$ cat config.mk
export PLATFORM = sky130hd
export DESIGN_NAME = apr_coef_regs
export DESIGN_NICKNAME = d
export VERILOG_FILES = /design/src/rtl/apr_pkg.sv /design/src/rtl/apr_coef_regs.sv
export SDC_FILE = /design/constraint.sdc
export NUM_CORES = 1
export LEC_CHECK = 0
export ABC_AREA = 1
export BUFFER_PORTS_ARGS = -buffer_cell sky130_fd_sc_hd__buf_2
export CORE_UTILIZATION = 46
export DETAILED_ROUTE_END_ITERATION = 16
export GPL_ROUTABILITY_DRIVEN = 0
export PLACE_DENSITY = 0.76
export SLEW_MARGIN = 30
export SYNTH_ARGS = -nofsm -noshare
export SYNTH_HDL_FRONTEND = slang
export SYNTH_SLANG_ARGS = --single-unit
$ cat constraint.sdc
create_clock -name clk -period 0.8 [get_ports clk]
set_input_delay 0.08 -clock clk [delete_from_list [all_inputs] [get_ports clk]]
set_output_delay 0.08 -clock clk [all_outputs]
set_load 0.02 [all_outputs]
$ cat src/rtl/apr_pkg.sv
package apr_pkg;

    localparam int COORD_W   = 32;
    localparam int SIZE_W    = 31;
    localparam int PROD_W    = 2 * COORD_W;
    localparam int COEF_IDX_W = 3;

    localparam logic signed [COORD_W-1:0] S32_MAX = 32'sh7FFF_FFFF;
    localparam logic signed [COORD_W-1:0] S32_MIN = 32'sh8000_0000;
    localparam logic [SIZE_W-1:0]         U31_MAX = 31'h7FFF_FFFF;

    localparam logic signed [COORD_W-1:0] COEF_ONE_RST  = 32'sh0001_0000;
    localparam logic signed [COORD_W-1:0] COEF_ZERO_RST = 32'sh0000_0000;

    typedef enum logic [COEF_IDX_W-1:0] {
        COEF_XX = 3'd0,
        COEF_XY = 3'd1,
        COEF_XT = 3'd2,
        COEF_YX = 3'd3,
        COEF_YY = 3'd4,
        COEF_YT = 3'd5
    } coef_idx_t;

    typedef struct packed {
        logic signed [COORD_W-1:0] xx;
        logic signed [COORD_W-1:0] xy;
        logic signed [COORD_W-1:0] xt;
        logic signed [COORD_W-1:0] yx;
        logic signed [COORD_W-1:0] yy;
        logic signed [COORD_W-1:0] yt;
    } coef_set_t;

    // near and far edges of the box (equal in point mode)
    typedef struct packed {
        logic signed [COORD_W-1:0] x0;
        logic signed [COORD_W-1:0] x1;
        logic signed [COORD_W-1:0] y0;
        logic signed [COORD_W-1:0] y1;
    } corner_t;

    typedef struct packed {
        logic signed [PROD_W-1:0] xx0;
        logic signed [PROD_W-1:0] xx1;
        logic signed [PROD_W-1:0] xy0;
        logic signed [PROD_W-1:0] xy1;
        logic signed [PROD_W-1:0] yx0;
        logic signed [PROD_W-1:0] yx1;
        logic signed [PROD_W-1:0] yy0;
        logic signed [PROD_W-1:0] yy1;
    } prod_t;

    typedef struct packed {
        logic signed [COORD_W-1:0] out_x;
        logic signed [COORD_W-1:0] out_y;
        logic [SIZE_W-1:0]         out_w;
        logic [SIZE_W-1:0]         out_h;
    } result_t;

endpackage

$ cat src/rtl/apr_coef_regs.sv
module apr_coef_regs (
    input  logic                            clk,
    input  logic                            rst_n,
    input  logic                            wr_en,
    input  logic [apr_pkg::COEF_IDX_W-1:0]  wr_index,
    input  logic [apr_pkg::COORD_W-1:0]     wr_data,
    output apr_pkg::coef_set_t              coef
);

    apr_pkg::coef_set_t coef_reg;
    apr_pkg::coef_set_t coef_next;

    always_comb
    begin
        coef_next = coef_reg;
        if (wr_en)
        begin
            unique case (wr_index)
                apr_pkg::COEF_XX: coef_next.xx = $signed(wr_data);
                apr_pkg::COEF_XY: coef_next.xy = $signed(wr_data);
                apr_pkg::COEF_XT: coef_next.xt = $signed(wr_data);
                apr_pkg::COEF_YX: coef_next.yx = $signed(wr_data);
                apr_pkg::COEF_YY: coef_next.yy = $signed(wr_data);
                apr_pkg::COEF_YT: coef_next.yt = $signed(wr_data);
                default: coef_next = coef_reg;   // unknown index: dropped
            endcase
        end
    end

    always_ff @(posedge clk or negedge rst_n)
    begin
        if (!rst_n)
        begin
            coef_reg.xx <= apr_pkg::COEF_ONE_RST;
            coef_reg.xy <= apr_pkg::COEF_ZERO_RST;
            coef_reg.xt <= apr_pkg::COEF_ZERO_RST;
            coef_reg.yx <= apr_pkg::COEF_ZERO_RST;
            coef_reg.yy <= apr_pkg::COEF_ONE_RST;
            coef_reg.yt <= apr_pkg::COEF_ZERO_RST;
        end
        else
        begin
            coef_reg <= coef_next;
        end
    end

    assign coef = coef_reg;

endmodule

Word-level counts from Yosys, hierarchy flattened. Cells that the tools add are included.

Bits in registers: 192. Input port bits: 38. Output and inout port bits: 192. Logic and storage cells: 18.

Equality and inequality tests: 5. Reduce and logical (&&, ||, !) cells: 7.

Operator list (number): $reduce_and 2->1 (6); $eq 3x2->1 const B (2); $eq 3x3->1 const B (2); $eq 3x1->1 const B (1); $logic_not 3->1 (1).

Depth between registers and ports, before layout.
Depth after elaboration: 2. Mapped depth: 6. Mapped depth without buffers: 5.

Worst setup path before layout. No wires, ideal clock.

Path type: in2reg. From: in wr_en. To: reg coef_reg (netlist bit coef[139]). Library setup time: 66 ps. Arrival: 795 ps. Required time: 734 ps. Setup slack: -61 ps. Cell stages on the path: 6. Path buffers: 2. Cell sequence: inv_1 -> nor2_4 -> buf_2 -> buf_2 -> nand3_1 -> nand2_1.

Longest elaborated chain between the ends: 1.

RTL lines: start: declaration (RTL line apr_coef_regs.sv:4) `input logic wr_en,`; $reduce_and 2->1 (no source line); end signal: assignment (RTL line apr_coef_regs.sv:43) `coef_reg <= coef_next;`; end: declaration (RTL line apr_coef_regs.sv:10) `apr_pkg::coef_set_t coef_reg;`.

No other way between the ends. A chain may end at the register's enable or synchronous reset.

Worst setup path in the final report.
From: reg coef_reg (netlist bit coef[176]). To: out coef[176] in the netlist's numbering.

RTL lines: end: declaration (RTL line apr_coef_regs.sv:7) `output apr_pkg::coef_set_t coef`.

No word-level cell between the ends.

==> results list <==
* Shortest clock period the worst path allows after layout: 1.20 ns
- Insertion delay to the later sink of the worst-skew pair: 0.43 ns
- In the final design database the tool counted 1,254 nets.
* Total via count after detailed routing: 7,714
- Entering global routing, the biggest net connects 51 pins.
- Hold crit path type: primary input to async pin
* Clock buffer count from CTS: 17
- Most used flip-flop cell after synthesis: sky130_fd_sc_hd__dfrtp_1
- In this run the deepest clock path goes through 2 buffers.
- For this configuration, the core starts out at a cell density of 0.470.
- After detailed routing, the met3 layer carries 2300 um of wire.
- Synthesized netlist cell count: 840
- Pins over their slew limit: 0
- TritonCTS built the clock tree.
* Post-route clock period utilization: 1.49
- Number of placed instances with taps included: 1,276
- Derived from the worst setup path, the maximum achievable clock frequency is 836 MHz.
- In the final routed layout, each cell accounts on average for 19.4 um.
- Share of cells above drive strength 1: 0.349
* Final Skew: 0 ns
- Counting every net in the synthesized netlist gives 878.
* GRT Residual Overflow: 0
- During placement, the flow inserted port buffers numbering 229.
- Setup repair after global routing could not meet its margin everywhere.
- In the routed design, unresolved DRC markers number 0.
- At the worst endpoint, the arrival time is 1.12 ns.
- Max-cap violations in this run came to 0.
- The worst setup path is of the register to output pin kind.
- Flip-flop and latch count after synthesis: 192
* Transition at the pin with the smallest max-transition slack: 0.338 ns
- The first TritonRoute pass finished after 5 iterations.
- The tree built by TritonCTS fans out to 192 sinks.
- DRT met1 WL: 10,700 um
- Detail Route met2 WL: 13,900 um
- Cell family contributing the most delay on the critical path: flip-flops
* Critical path fanouts, max: 2
* Number of library cell types mapped by synthesis: 12
- The detailed router finished its first iteration with 769 violations.
- Count of warnings emitted by yosys: 0
- Once routing completed, OpenROAD measured the worst setup slack at -0.396 ns.
- The synthesized design contains 0 enable-type register cells.
* Die width: 129 um
- For this run, the number of standard cells in the final layout without fillers is 1,445.
- Counting both buffers and inverters, the worst setup path holds a total of 1.
* Number of diodes added for antenna fixing: 0
- Worst setup timing slack at the placement stage: -0.342 ns
* Leading cell type by number of instances after synthesis: sky130_fd_sc_hd__nand2_1
* Biggest area contributors in the synthesized netlist: sky130_fd_sc_hd__dfrtp_1, sky130_fd_sc_hd__nand2_1, sky130_fd_sc_hd__nand3_1
- Chain of cells forming the critical path: buf_6
- Once detailed placement completed, the half-perimeter wirelength came to 15,300 um.
- Ratio of total power to cell area: 2700 mW/mm2
- Worst Path Required: 0.72 ns
- In this design, the stage delay of the slowest critical-path cell is 0.56 ns.
- A synthesized cell averages 8.85 um2.
* Element type at the critical path end: output pin
* Worst max-slew margin expressed relative to the limit: 0.775
- Clock transition at path regs: 0.07 ns
- Once layout is complete, the utilization of the core stands at 0.764.
- Leakage dissipation: 0.00659 uW
- Maximum resistive drop on vdd: 1.56 mV
* Die Footprint: 0.0167 mm2
- Root buffer cell: sky130_fd_sc_hd__clkbuf_16
* Portion of the post-synthesis area used by sequential elements: 0.646
* Top cells by instance count after synthesis: sky130_fd_sc_hd__nand2_1, sky130_fd_sc_hd__dfrtp_1, sky130_fd_sc_hd__nand3_1, sky130_fd_sc_hd__clkbuf_1, sky130_fd_sc_hd__buf_2
- Detail-routed via count per cell: 5.34
* Path length in cells of the critical path: 1
- Violations in the final reports: setup timing
- Summed over all instances, the cell type with the most area after synthesis is sky130_fd_sc_hd__dfrtp_1.
- CTS HTree Levels: 4
- Setup violations remaining at the end of the flow were counted as 206.
- The slowest stage of the critical path belongs to the cell sky130_fd_sc_hd__dfstp_2.
- The detailed router used layers up to and including met4.
* Antenna violations before repair: 0
* Placeable core region: 0.0158 mm2
- In this run the remaining antenna-violating nets after routing total 0.
- Area Growth Syn to Fin: 62.7%
- Final hold violation count: 0
- Async set-reset flop share out of synthesis: 1.00
* Startpoint class of the critical path: register
- Overall power consumption after layout is estimated at 32,700 uW.
- For the worst flop-to-flop path, the logic depth is 4.
* # rows: 46
- Mapped Area: 0.00744 mm2
- Total GRT Usage: 0.322
- The die is 129 um tall.
* Fraction of post-synthesis cell area in the top cell type by area: 0.639
- The register with the most flip-flops in the layout has 192 of them.
- For this design the top-level I/O count stands at 230.
* Vias in the first global route: 7,351
* Global-route wire length before repair: 40,100 um
- The run finished, with violations left.
* Total Routed Length: 28,100 um
-- cells in the final DEF, fill, tap and decap left out --
cell type,n
sky130_fd_sc_hd__nand2_1,445
sky130_fd_sc_hd__clkinvlp_4,4
sky130_fd_sc_hd__inv_8,2
sky130_fd_sc_hd__buf_4,126
sky130_fd_sc_hd__dlygate4sd3_1,33
sky130_fd_sc_hd__nand2_4,2
sky130_fd_sc_hd__nor2_2,3
sky130_fd_sc_hd__buf_2,36
sky130_fd_sc_hd__dfrtp_1,190
sky130_fd_sc_hd__inv_1,4
sky130_fd_sc_hd__bufinv_16,1
sky130_fd_sc_hd__clkinv_2,1
sky130_fd_sc_hd__inv_2,2
sky130_fd_sc_hd__clkbuf_16,17
sky130_fd_sc_hd__clkinv_4,2
sky130_fd_sc_hd__clkbuf_8,1
sky130_fd_sc_hd__nor2_4,3
sky130_fd_sc_hd__inv_6,5
sky130_fd_sc_hd__dfstp_2,2
sky130_fd_sc_hd__nand3_1,128
sky130_fd_sc_hd__buf_12,14
sky130_fd_sc_hd__buf_6,197
sky130_fd_sc_hd__nand2_2,11
-- what timing repair did --
action / in CTS / in global routing
gates resized for setup: 384 / 20
endpoints found under the hold margin: 375 / 0
pin swaps: 0 / 5
setup endpoints to repair: 192 / 199
buffers inserted: 52 / 55
hold buffers: 33 / 0
-- cells by family after synthesis --
logic type,count (synthesis),share of synthesized area
buf+inv,56,0.0315
flops,192,0.646
simple gates,592,0.322
-- where the power goes --
| group | internal (uW) | total (uW) | switching (uW) |
|---|---|---|---|
| Combinational | 5650 | 11200 | 5560 |
| Clock | 4390 | 8370 | 3980 |
| Sequential | 11500 | 13100 | 1570 |
-- final cells by class --
class	instances	area (um2)
Sequential cell	192	4810
Timing Repair Buffer	407	3970
Fill cell	941	3730
Multi-Input combinational cell	592	2450
Clock buffer	17	425
Tap cell	216	270
Clock inverter	15	149
Inverter	6	22.5
-- layer usage --
layer  GRT usage  vias to the layer above
met5           0                        -
met3      0.0735                      107
met1       0.400                     3751
met4       0.185                        0
li1            -                     3385
met2       0.521                      471
-- path summary, 6_finish.rpt --
path	to	start	slack (ns)
setup / recovery	coef[176]	coef[176]$_DFFE_PN1P_	-0.40
hold / removal	coef[49]$_DFFE_PN0P_	rst_n	0.13
setup reg to reg	coef[83]$_DFFE_PN0P_	coef[83]$_DFFE_PN0P_	-0.10
hold reg to reg	coef[54]$_DFFE_PN0P_	coef[54]$_DFFE_PN0P_	0.50
max in group asynchronous	coef[171]$_DFFE_PN0P_	rst_n	0.17
min in group clk	coef[176]$_DFFE_PN1P_	wr_index[2]	0.16
-- stage by stage --
step,hold slack (ns),instance area (um2),setup TNS (ns)
after CTS,0.132,11600,-49.71
after detailed placement,0.0172,9150,-52.94
final,0.133,12100,-49.57
after global routing,0.153,12100,-54.58
after floorplan,-0.216,7480,-1.85
after global placement,0.0152,9150,-47.54
Note: power is estimated with default switching activity, not from simulation.
