===== src/rtl/apr_pkg.sv =====
package apr_pkg;

    localparam int COORD_W   = 32;
    localparam int SIZE_W    = 31;
    localparam int PROD_W    = 2 * COORD_W;
    localparam int COEF_IDX_W = 3;

    localparam logic signed [COORD_W-1:0] S32_MAX = 32'sh7FFF_FFFF;
    localparam logic signed [COORD_W-1:0] S32_MIN = 32'sh8000_0000;
    localparam logic [SIZE_W-1:0]         U31_MAX = 31'h7FFF_FFFF;

    localparam logic signed [COORD_W-1:0] COEF_ONE_RST  = 32'sh0001_0000;
    localparam logic signed [COORD_W-1:0] COEF_ZERO_RST = 32'sh0000_0000;

    typedef enum logic [COEF_IDX_W-1:0] {
        COEF_XX = 3'd0,
        COEF_XY = 3'd1,
        COEF_XT = 3'd2,
        COEF_YX = 3'd3,
        COEF_YY = 3'd4,
        COEF_YT = 3'd5
    } coef_idx_t;

    typedef struct packed {
        logic signed [COORD_W-1:0] xx;
        logic signed [COORD_W-1:0] xy;
        logic signed [COORD_W-1:0] xt;
        logic signed [COORD_W-1:0] yx;
        logic signed [COORD_W-1:0] yy;
        logic signed [COORD_W-1:0] yt;
    } coef_set_t;

    // near and far edges of the box (equal in point mode)
    typedef struct packed {
        logic signed [COORD_W-1:0] x0;
        logic signed [COORD_W-1:0] x1;
        logic signed [COORD_W-1:0] y0;
        logic signed [COORD_W-1:0] y1;
    } corner_t;

    typedef struct packed {
        logic signed [PROD_W-1:0] xx0;
        logic signed [PROD_W-1:0] xx1;
        logic signed [PROD_W-1:0] xy0;
        logic signed [PROD_W-1:0] xy1;
        logic signed [PROD_W-1:0] yx0;
        logic signed [PROD_W-1:0] yx1;
        logic signed [PROD_W-1:0] yy0;
        logic signed [PROD_W-1:0] yy1;
    } prod_t;

    typedef struct packed {
        logic signed [COORD_W-1:0] out_x;
        logic signed [COORD_W-1:0] out_y;
        logic [SIZE_W-1:0]         out_w;
        logic [SIZE_W-1:0]         out_h;
    } result_t;

endpackage


===== src/rtl/apr_bound.sv =====
// Stage 3: floor and per-term min/max. Stage 4: sums with saturation.
// Stage 5: box size. Saturation is monotone, and each output coordinate is
// a sum of one x term and one y term, so the box edges come from the term
// extremes directly.
module apr_bound #(
    parameter int FRAC_BITS = 16
) (
    input  logic                                clk,
    input  logic                                rst_n,
    input  logic                                en,
    input  logic                                in_valid,
    input  apr_pkg::prod_t                      prod,
    input  logic signed [apr_pkg::COORD_W-1:0]  coef_xt,
    input  logic signed [apr_pkg::COORD_W-1:0]  coef_yt,
    output logic                                out_valid,
    output apr_pkg::result_t                    result
);

    localparam int PW = apr_pkg::PROD_W - FRAC_BITS;
    localparam int SW = PW + 2;
    localparam int CW = apr_pkg::COORD_W;

    typedef struct packed {
        logic signed [PW-1:0] ax_min;
        logic signed [PW-1:0] ax_max;
        logic signed [PW-1:0] bx_min;
        logic signed [PW-1:0] bx_max;
        logic signed [PW-1:0] ay_min;
        logic signed [PW-1:0] ay_max;
        logic signed [PW-1:0] by_min;
        logic signed [PW-1:0] by_max;
    } ext_t;

    typedef struct packed {
        logic signed [CW-1:0] lo_x;
        logic signed [CW-1:0] hi_x;
        logic signed [CW-1:0] lo_y;
        logic signed [CW-1:0] hi_y;
    } edge_t;

    function automatic logic signed [CW-1:0] sat_coord(input logic signed [SW-1:0] v);
        logic [SW-CW:0] top;
        top = v[SW-1:CW-1];
        if ((&top) || !(|top))
            return v[CW-1:0];
        else if (v[SW-1])
            return apr_pkg::S32_MIN;
        else
            return apr_pkg::S32_MAX;
    endfunction

    function automatic logic [apr_pkg::SIZE_W-1:0] sat_size(
        input logic signed [CW-1:0] hi,
        input logic signed [CW-1:0] lo
    );
        logic signed [CW:0] d;
        d = {hi[CW-1], hi} - {lo[CW-1], lo};
        // hi >= lo, so d is never negative
        if (d[CW:CW-1] != 2'b00)
            return apr_pkg::U31_MAX;
        else
            return d[apr_pkg::SIZE_W-1:0];
    endfunction

    logic signed [PW-1:0] f_xx0, f_xx1, f_xy0, f_xy1, f_yx0, f_yx1, f_yy0, f_yy1;

    ext_t             ext_reg;
    ext_t             ext_next;
    logic             ext_vld_reg;
    edge_t            edge_reg;
    edge_t            edge_next;
    logic             edge_vld_reg;
    apr_pkg::result_t res_reg;
    apr_pkg::result_t res_next;
    logic             res_vld_reg;

    // dropping low bits of a two's complement value floors it
    assign f_xx0 = prod.xx0[apr_pkg::PROD_W-1:FRAC_BITS];
    assign f_xx1 = prod.xx1[apr_pkg::PROD_W-1:FRAC_BITS];
    assign f_xy0 = prod.xy0[apr_pkg::PROD_W-1:FRAC_BITS];
    assign f_xy1 = prod.xy1[apr_pkg::PROD_W-1:FRAC_BITS];
    assign f_yx0 = prod.yx0[apr_pkg::PROD_W-1:FRAC_BITS];
    assign f_yx1 = prod.yx1[apr_pkg::PROD_W-1:FRAC_BITS];
    assign f_yy0 = prod.yy0[apr_pkg::PROD_W-1:FRAC_BITS];
    assign f_yy1 = prod.yy1[apr_pkg::PROD_W-1:FRAC_BITS];

    always_comb
    begin
        ext_next.ax_min = (f_xx1 < f_xx0) ? f_xx1 : f_xx0;
        ext_next.ax_max = (f_xx1 < f_xx0) ? f_xx0 : f_xx1;
        ext_next.bx_min = (f_xy1 < f_xy0) ? f_xy1 : f_xy0;
        ext_next.bx_max = (f_xy1 < f_xy0) ? f_xy0 : f_xy1;
        ext_next.ay_min = (f_yx1 < f_yx0) ? f_yx1 : f_yx0;
        ext_next.ay_max = (f_yx1 < f_yx0) ? f_yx0 : f_yx1;
        ext_next.by_min = (f_yy1 < f_yy0) ? f_yy1 : f_yy0;
        ext_next.by_max = (f_yy1 < f_yy0) ? f_yy0 : f_yy1;
    end

    always_comb
    begin
        edge_next.lo_x = sat_coord(SW'(ext_reg.ax_min) + SW'(ext_reg.bx_min) + SW'(coef_xt));
        edge_next.hi_x = sat_coord(SW'(ext_reg.ax_max) + SW'(ext_reg.bx_max) + SW'(coef_xt));
        edge_next.lo_y = sat_coord(SW'(ext_reg.ay_min) + SW'(ext_reg.by_min) + SW'(coef_yt));
        edge_next.hi_y = sat_coord(SW'(ext_reg.ay_max) + SW'(ext_reg.by_max) + SW'(coef_yt));
    end

    always_comb
    begin
        res_next.out_x = edge_reg.lo_x;
        res_next.out_y = edge_reg.lo_y;
        res_next.out_w = sat_size(edge_reg.hi_x, edge_reg.lo_x);
        res_next.out_h = sat_size(edge_reg.hi_y, edge_reg.lo_y);
    end

    always_ff @(posedge clk or negedge rst_n)
    begin
        if (!rst_n)
        begin
            ext_vld_reg  <= 1'b0;
            edge_vld_reg <= 1'b0;
            res_vld_reg  <= 1'b0;
        end
        else if (en)
        begin
            ext_vld_reg  <= in_valid;
            edge_vld_reg <= ext_vld_reg;
            res_vld_reg  <= edge_vld_reg;
        end
    end

    always_ff @(posedge clk)
    begin
        if (en)
        begin
            ext_reg  <= ext_next;
            edge_reg <= edge_next;
            res_reg  <= res_next;
        end
    end

    assign out_valid = res_vld_reg;
    assign result    = res_reg;

endmodule


===== config.mk =====
export PLATFORM = sky130hd
export DESIGN_NAME = apr_bound
export DESIGN_NICKNAME = d
export VERILOG_FILES = /design/src/rtl/apr_pkg.sv /design/src/rtl/apr_bound.sv
export SDC_FILE = /design/constraint.sdc
export NUM_CORES = 2
export LEC_CHECK = 0
export ABC_AREA = 1
export ABC_CLOCK_PERIOD_IN_PS = 3050
export BUFFER_PORTS_ARGS = -buffer_cell sky130_fd_sc_hd__buf_4
export CAP_MARGIN = 10
export CORE_ASPECT_RATIO = 1.5
export CORE_UTILIZATION = 40
export CTS_BUF_LIST = sky130_fd_sc_hd__clkbuf_8
export DETAILED_ROUTE_END_ITERATION = 6
export HOLD_SLACK_MARGIN = 0.08
export PLACE_DENSITY = 0.66
export SLEW_MARGIN = 20
export SYNTH_ARGS = -nofsm -noshare
export SYNTH_HDL_FRONTEND = slang
export SYNTH_SLANG_ARGS = --single-unit

===== constraint.sdc =====
create_clock -name clk -period 3.05 [get_ports clk]
set_input_delay 0.4575 -clock clk [delete_from_list [all_inputs] [get_ports clk]]
set_output_delay 0.4575 -clock clk [all_outputs]
set_load 0.05 [all_outputs]

## Word level (Yosys, flattened, before mapping)

Index checks and enable logic that the tools add are counted.

| cells by class | value |
|---|---|
| magnitude comparators | 4 |
| add/sub/neg operators | 10 |
| mux-type cells | 16 |
| reductions and logical operators | 18 |

Operators with widths:

| operator | number |
|---|---|
| 48-bit two-way mux | 8 |
| 32-bit two-way mux | 8 |
| 49-bit by 32-bit adder with 50-bit output | 4 |
| 48-bit by 48-bit adder with 49-bit output | 4 |
| 48-bit less-than comparator | 4 |
| 19-bit AND reduction | 4 |
| 19-bit OR reduction | 4 |
| 32-bit by 32-bit subtractor with 33-bit output | 2 |
| 1-bit zero test | 4 |
| 1-bit logical OR | 4 |
| 2-bit nonzero test | 2 |

| word-level totals | value |
|---|---|
| input port bits | 580 |
| word-level logic and storage cells | 67 |
| register bits after elaboration | 641 |
| output and inout port bits | 127 |

## Longest topological paths before layout

| depth | value |
|---|---|
| depth after elaboration | 6 |
| depth in mapped cells | 24 |
| gate-level depth less buffers | 23 |

## Least setup slack after synthesis

Ideal clock, no wire load.

| path | value |
|---|---|
| path type | in2reg |
| from | input coef_yt[1] (netlist bit) |
| to | register edge_reg[33] (netlist bit) (data pin) |
| arrival time | 3.056 ns |
| path slack | -0.260 ns |
| cell stages on the path | 19 |
| cells stage by stage | fa_1 > ha_1 > fa_1 > inv_1 > nor2_1 > nor2_1 > nor2_1 > nand3b_1 > nand2_1 > nand3_1 > nand2_1 > nand2_1 > nor2_1 > nand2_1 > nor2_1 > nand3_2 > nand3_2 > buf_4 > nand2_1 |

RTL lines:

| item | line | source |
|---|---|---|
| start: declaration | apr_bound.sv:14 | `input logic signed [apr_pkg::COORD_W-1:0] coef_yt,` |
| end signal: assignment | apr_bound.sv:136 | `edge_reg <= edge_next;` |
| end: declaration | apr_bound.sv:70 | `edge_t edge_reg;` |

==> key figures <==
Critical path
  • Arr. time, crit path: 4.48 ns
  • Critical Path RT: 3.74 ns
  • Setup crit end kind: flop
  • Reg2reg path depth: 23
  • CP max FO: 8
  • R2r endpoint: edge_reg[78]$_DFFE_PP_
  • Reg-to-reg setup timing slack: -0.74 ns
  • Startpoint types: flop
  • Reg-to-reg critical path startpoint: ext_reg[294]$_DFFE_PP_
  • Path type of the worst setup path: flop to flop

Die
  • Core ar.: 140000 sq um
  • IO Pins: between 700 and 800
  • Die width: 308 um
  • Row cnt: about 170
  • Starting Density: 0.403
  • Die area: between 100000 and 150000 sq um
  • Die height: 462 um

Cells and area
  • Finished Cell Area: 83900 sq um
  • Final #Nets: 10931
  • Max reg flops: 384
  • Most frequent cells in the layout: nand2_1, buf_4, inv_1, nand3_1, edfxtp_1
  • Fillers: 12239
  • Final std cells w/o fill: 11705
  • Layout cell share with drive strength beyond 1: 0.292
  • Area growth syn-to-layout: 49.0%
  • Most common cell after layout, fill and taps aside: nand2_1

Timing
  • Worst Skew: between 0.09 and 0.1 ns
  • Worst slew pin tran: 0.856 ns
  • Min Tclk post-route: 3.79 ns
  • Max-slew violation count: 0
  • RSZ-0062 raised after global routing: yes
  • Max Freq: around 260 MHz
  • Fin crit share: 1.24
  • Slew headroom: 0.429
  • Worst setup margin: -0.742 ns
  • # setup viols final: 193
  • Final hold violations: 0
  • Setup TNS: -90.73 ns

Drt
  • DRC violations left: 1
  • Final wirelength: approximately 270000 um
  • Vias: 61279
  • Initial DRC count: 4729
  • Pre-antenna DRT Iters: 7
  • Routed Antenna Nets: 0
  • WL/cell: 22.8 um
  • Via density: 5.24

Clock network
  • CTS Buf Count: a little over 100
  • Clock latency on the worst-skew pair: 0.93 ns
  • CTS tree: yes
  • CTS Sinks: around 640
  • Root buffer cell: clkbuf_8
  • Clock-pin slew on the worst setup and hold paths: 0.07 ns
  • Clock Path Buffers: 3
  • # H-tree levels: 3

Global routing
  • Overall routing resource usage: 0.369
  • Vias in the first global route: ~62000
  • Initial antenna violation count: 43
  • Total grt overflow: 0
  • First-pass GRT wire length: 379000 um
  • Largest net degree at the start of global routing: 146

Place
  • Placed cells: 10932
  • GPL Wtd Cong: 1.07
  • Detail Placement HPWL: 213000 um
  • Placed cell area: 71400 sq um
  • Buffers on Ports: 578

Pwr
  • Pwr Density: 889 nW/um^2
  • Worst IR drop on VDD: just over 0.5 mV
  • LEAKAGE: 41.2 nW

Synthesis
  • Async SR Flop Fraction: 0.00468
  • Syn nets: 8782
  • Sequential element share of the synthesized area: 0.341
  • Mapped Avg Cell Area: 7.45 sq um
  • Mapped Cells: around 7600
  • Post-synth cell types: between 50 and 60
  • EDFF count, synth: around 640
  • Cell area after synthesis: approximately 56000 sq um
  • FF+latch count, synth: around 640
  • Most used DFF post-synth: edfxtp_1
  • Total number of yosys warnings: 0

Status
  • Status: complete, but fails checks
  • Failing checks: DRC, setup timing

Hold path
  • Hold Crit Class: input port to flop
  • Hold Path End: edge_reg[65]$_DFFE_PP_
  • HP Start: coef_xt[1]
  • Hold path depth: 5

Flow run
  • Max-cap violation count: 0
==> worst max-delay path, stage by stage, from the launching register on <==
cell	delay (ns)
edfxtp_1	0.42
fa_1	0.61
ha_4	0.25
nand2_2	0.12
inv_1	0.08
buf_4	0.13
nand2_1	0.05
nand2_1	0.09
nand2_1	0.07
nand2_1	0.07
nand2_2	0.08
nand3b_1	0.17
nand2_2	0.25
nand2_2	0.08
nand2_1	0.06
nand2_1	0.04
nor2_1	0.13
nand2_1	0.11
nor2_4	0.12
nand3_4	0.09
nand3_4	0.14
buf_12	0.16
buf_16	0.15
nand2_2	0.05
==> where the power goes <==
| part | total (mW) | internal, mW | switching [mW] |
|---|---|---|---|
| registers | 14.4 | 12.9 | 1.50 |
| clock network | 8.28 | 4.12 | 4.16 |
| logic | 51.9 | 21.6 | 30.3 |
| total | 74.6 | 38.7 | 35.9 |
==> worst max-delay path by stage <==
stage	from	to	slack (ns)	cells after the start
finish	ext_reg[294]$_DFFE_PP_	edge_reg[78]$_DFFE_PP_	-0.74	23
CTS	ext_reg[247]$_DFFE_PP_	edge_reg[108]$_DFFE_PP_	-0.63	23
floorplan	coef_yt[1]	edge_reg[33]$_DFFE_PP_	-0.13	19
detailed placement	coef_xt[31]	edge_reg[65]$_DFFE_PP_	-1.89	18
global placement	coef_xt[31]	edge_reg[65]$_DFFE_PP_	-1.83	18
global route	ext_reg[294]$_DFFE_PP_	edge_reg[70]$_DFFE_PP_	-0.84	23
==> synth_stat cells (2+ instances only) <==
cell type     n  share of area
o2111ai_1     6        0.00093
xnor2_1      53         0.0082
o221ai_1      4        0.00062
ha_1        444          0.099
buf_4        16         0.0021
nand4_1      61         0.0068
or2_1         2        0.00022
fa_1        198          0.070
nand3b_1     23         0.0031
o21bai_1     38         0.0051
clkinv_1      2        0.00013
o21a_1       13         0.0017
nand3_1    1067          0.095
nor3_1       37         0.0033
edfxtp_1    638           0.34
buf_1        36         0.0024
nand2_1    2479           0.17
nor2_1      517          0.034
o211ai_1     19         0.0025
a21o_1       13         0.0017
xor2_1      117          0.018
a211oi_1      5        0.00067
nor2_2       14         0.0016
and2_1       21         0.0023
nor3b_1       2        0.00027
buf_6        12         0.0024
nor4_1       12         0.0013
nor3_2        6         0.0011
inv_1      1098          0.073
o31ai_1       7        0.00093
a31oi_1      16         0.0018
buf_2        70         0.0062
a221oi_1      5        0.00078
inv_2         2        0.00013
o21ai_0      76         0.0068
a21oi_1     311          0.028
a21boi_0      6        0.00080
nand3_2       9         0.0016
nand2_2      21         0.0023
o21ai_1       6        0.00053
clkbuf_1     65         0.0043
or2_0         2        0.00022
dfrtp_1       3         0.0013
==> kinds of logic (layout without fill, tap and decap cells) <==
family | Yosys count | in the layout | synth area share
AND/OR/NAND/NOR | 4277 | 4277 | 0.319
buffers and inverters | 1301 | 3537 | 0.0909
adder cells (fa/ha/maj) | 642 | 642 | 0.169
flip-flops | 641 | 641 | 0.341
AO/OA/AOI/OAI | 528 | 528 | 0.0532
XOR/XNOR | 170 | 170 | 0.0264
multiplexers | 1 | 1 | 0.000200
other | 0 | 39 | 0
==> per-layer routing <==
layer  track usage  share of wire
met1         0.361           0.33
met2         0.663           0.50
met3        0.0637          0.067
met4         0.328           0.10
met5             0        0.00030
==> repair_timing <==
action                     CTS  global route
resized for setup          696           440
gates cloned                11             4
buffers inserted            45            19
setup endpoints to repair  129           277
hold endpoints to repair   403             0
pin swaps                  234           160
hold buffers               468             0
==> through the flow <==
step	utilization	total power, mW	hold slack (ns)	setup WS [ns]
2_1_floorplan	-	37.4	0.162	-0.125
3_3_place_gp	0.511	58.2	0.248	-1.83
3_5_place_dp	0.511	58.5	0.250	-1.89
4_1_cts	0.586	72.0	0.140	-0.633
5_1_grt	0.600	78.7	0.183	-0.843
6_report	0.600	74.6	0.190	-0.742
==> layout make-up <==
type / count / area (sq um) / share of cell area
multi-input combinational: 5618 / 36700 / 0.437
clock buffer: 103 / 1420 / 0.0169
tap: 1870 / 2340 / 0.0279
sequential: 641 / 19200 / 0.229
timing repair buffer: 2243 / 19200 / 0.229
inverter: 1102 / 4140 / 0.0493
clock inverter: 89 / 773 / 0.00921
antenna: 39 / 97.6 / 0.00116
(Power assumes the default switching activity.)
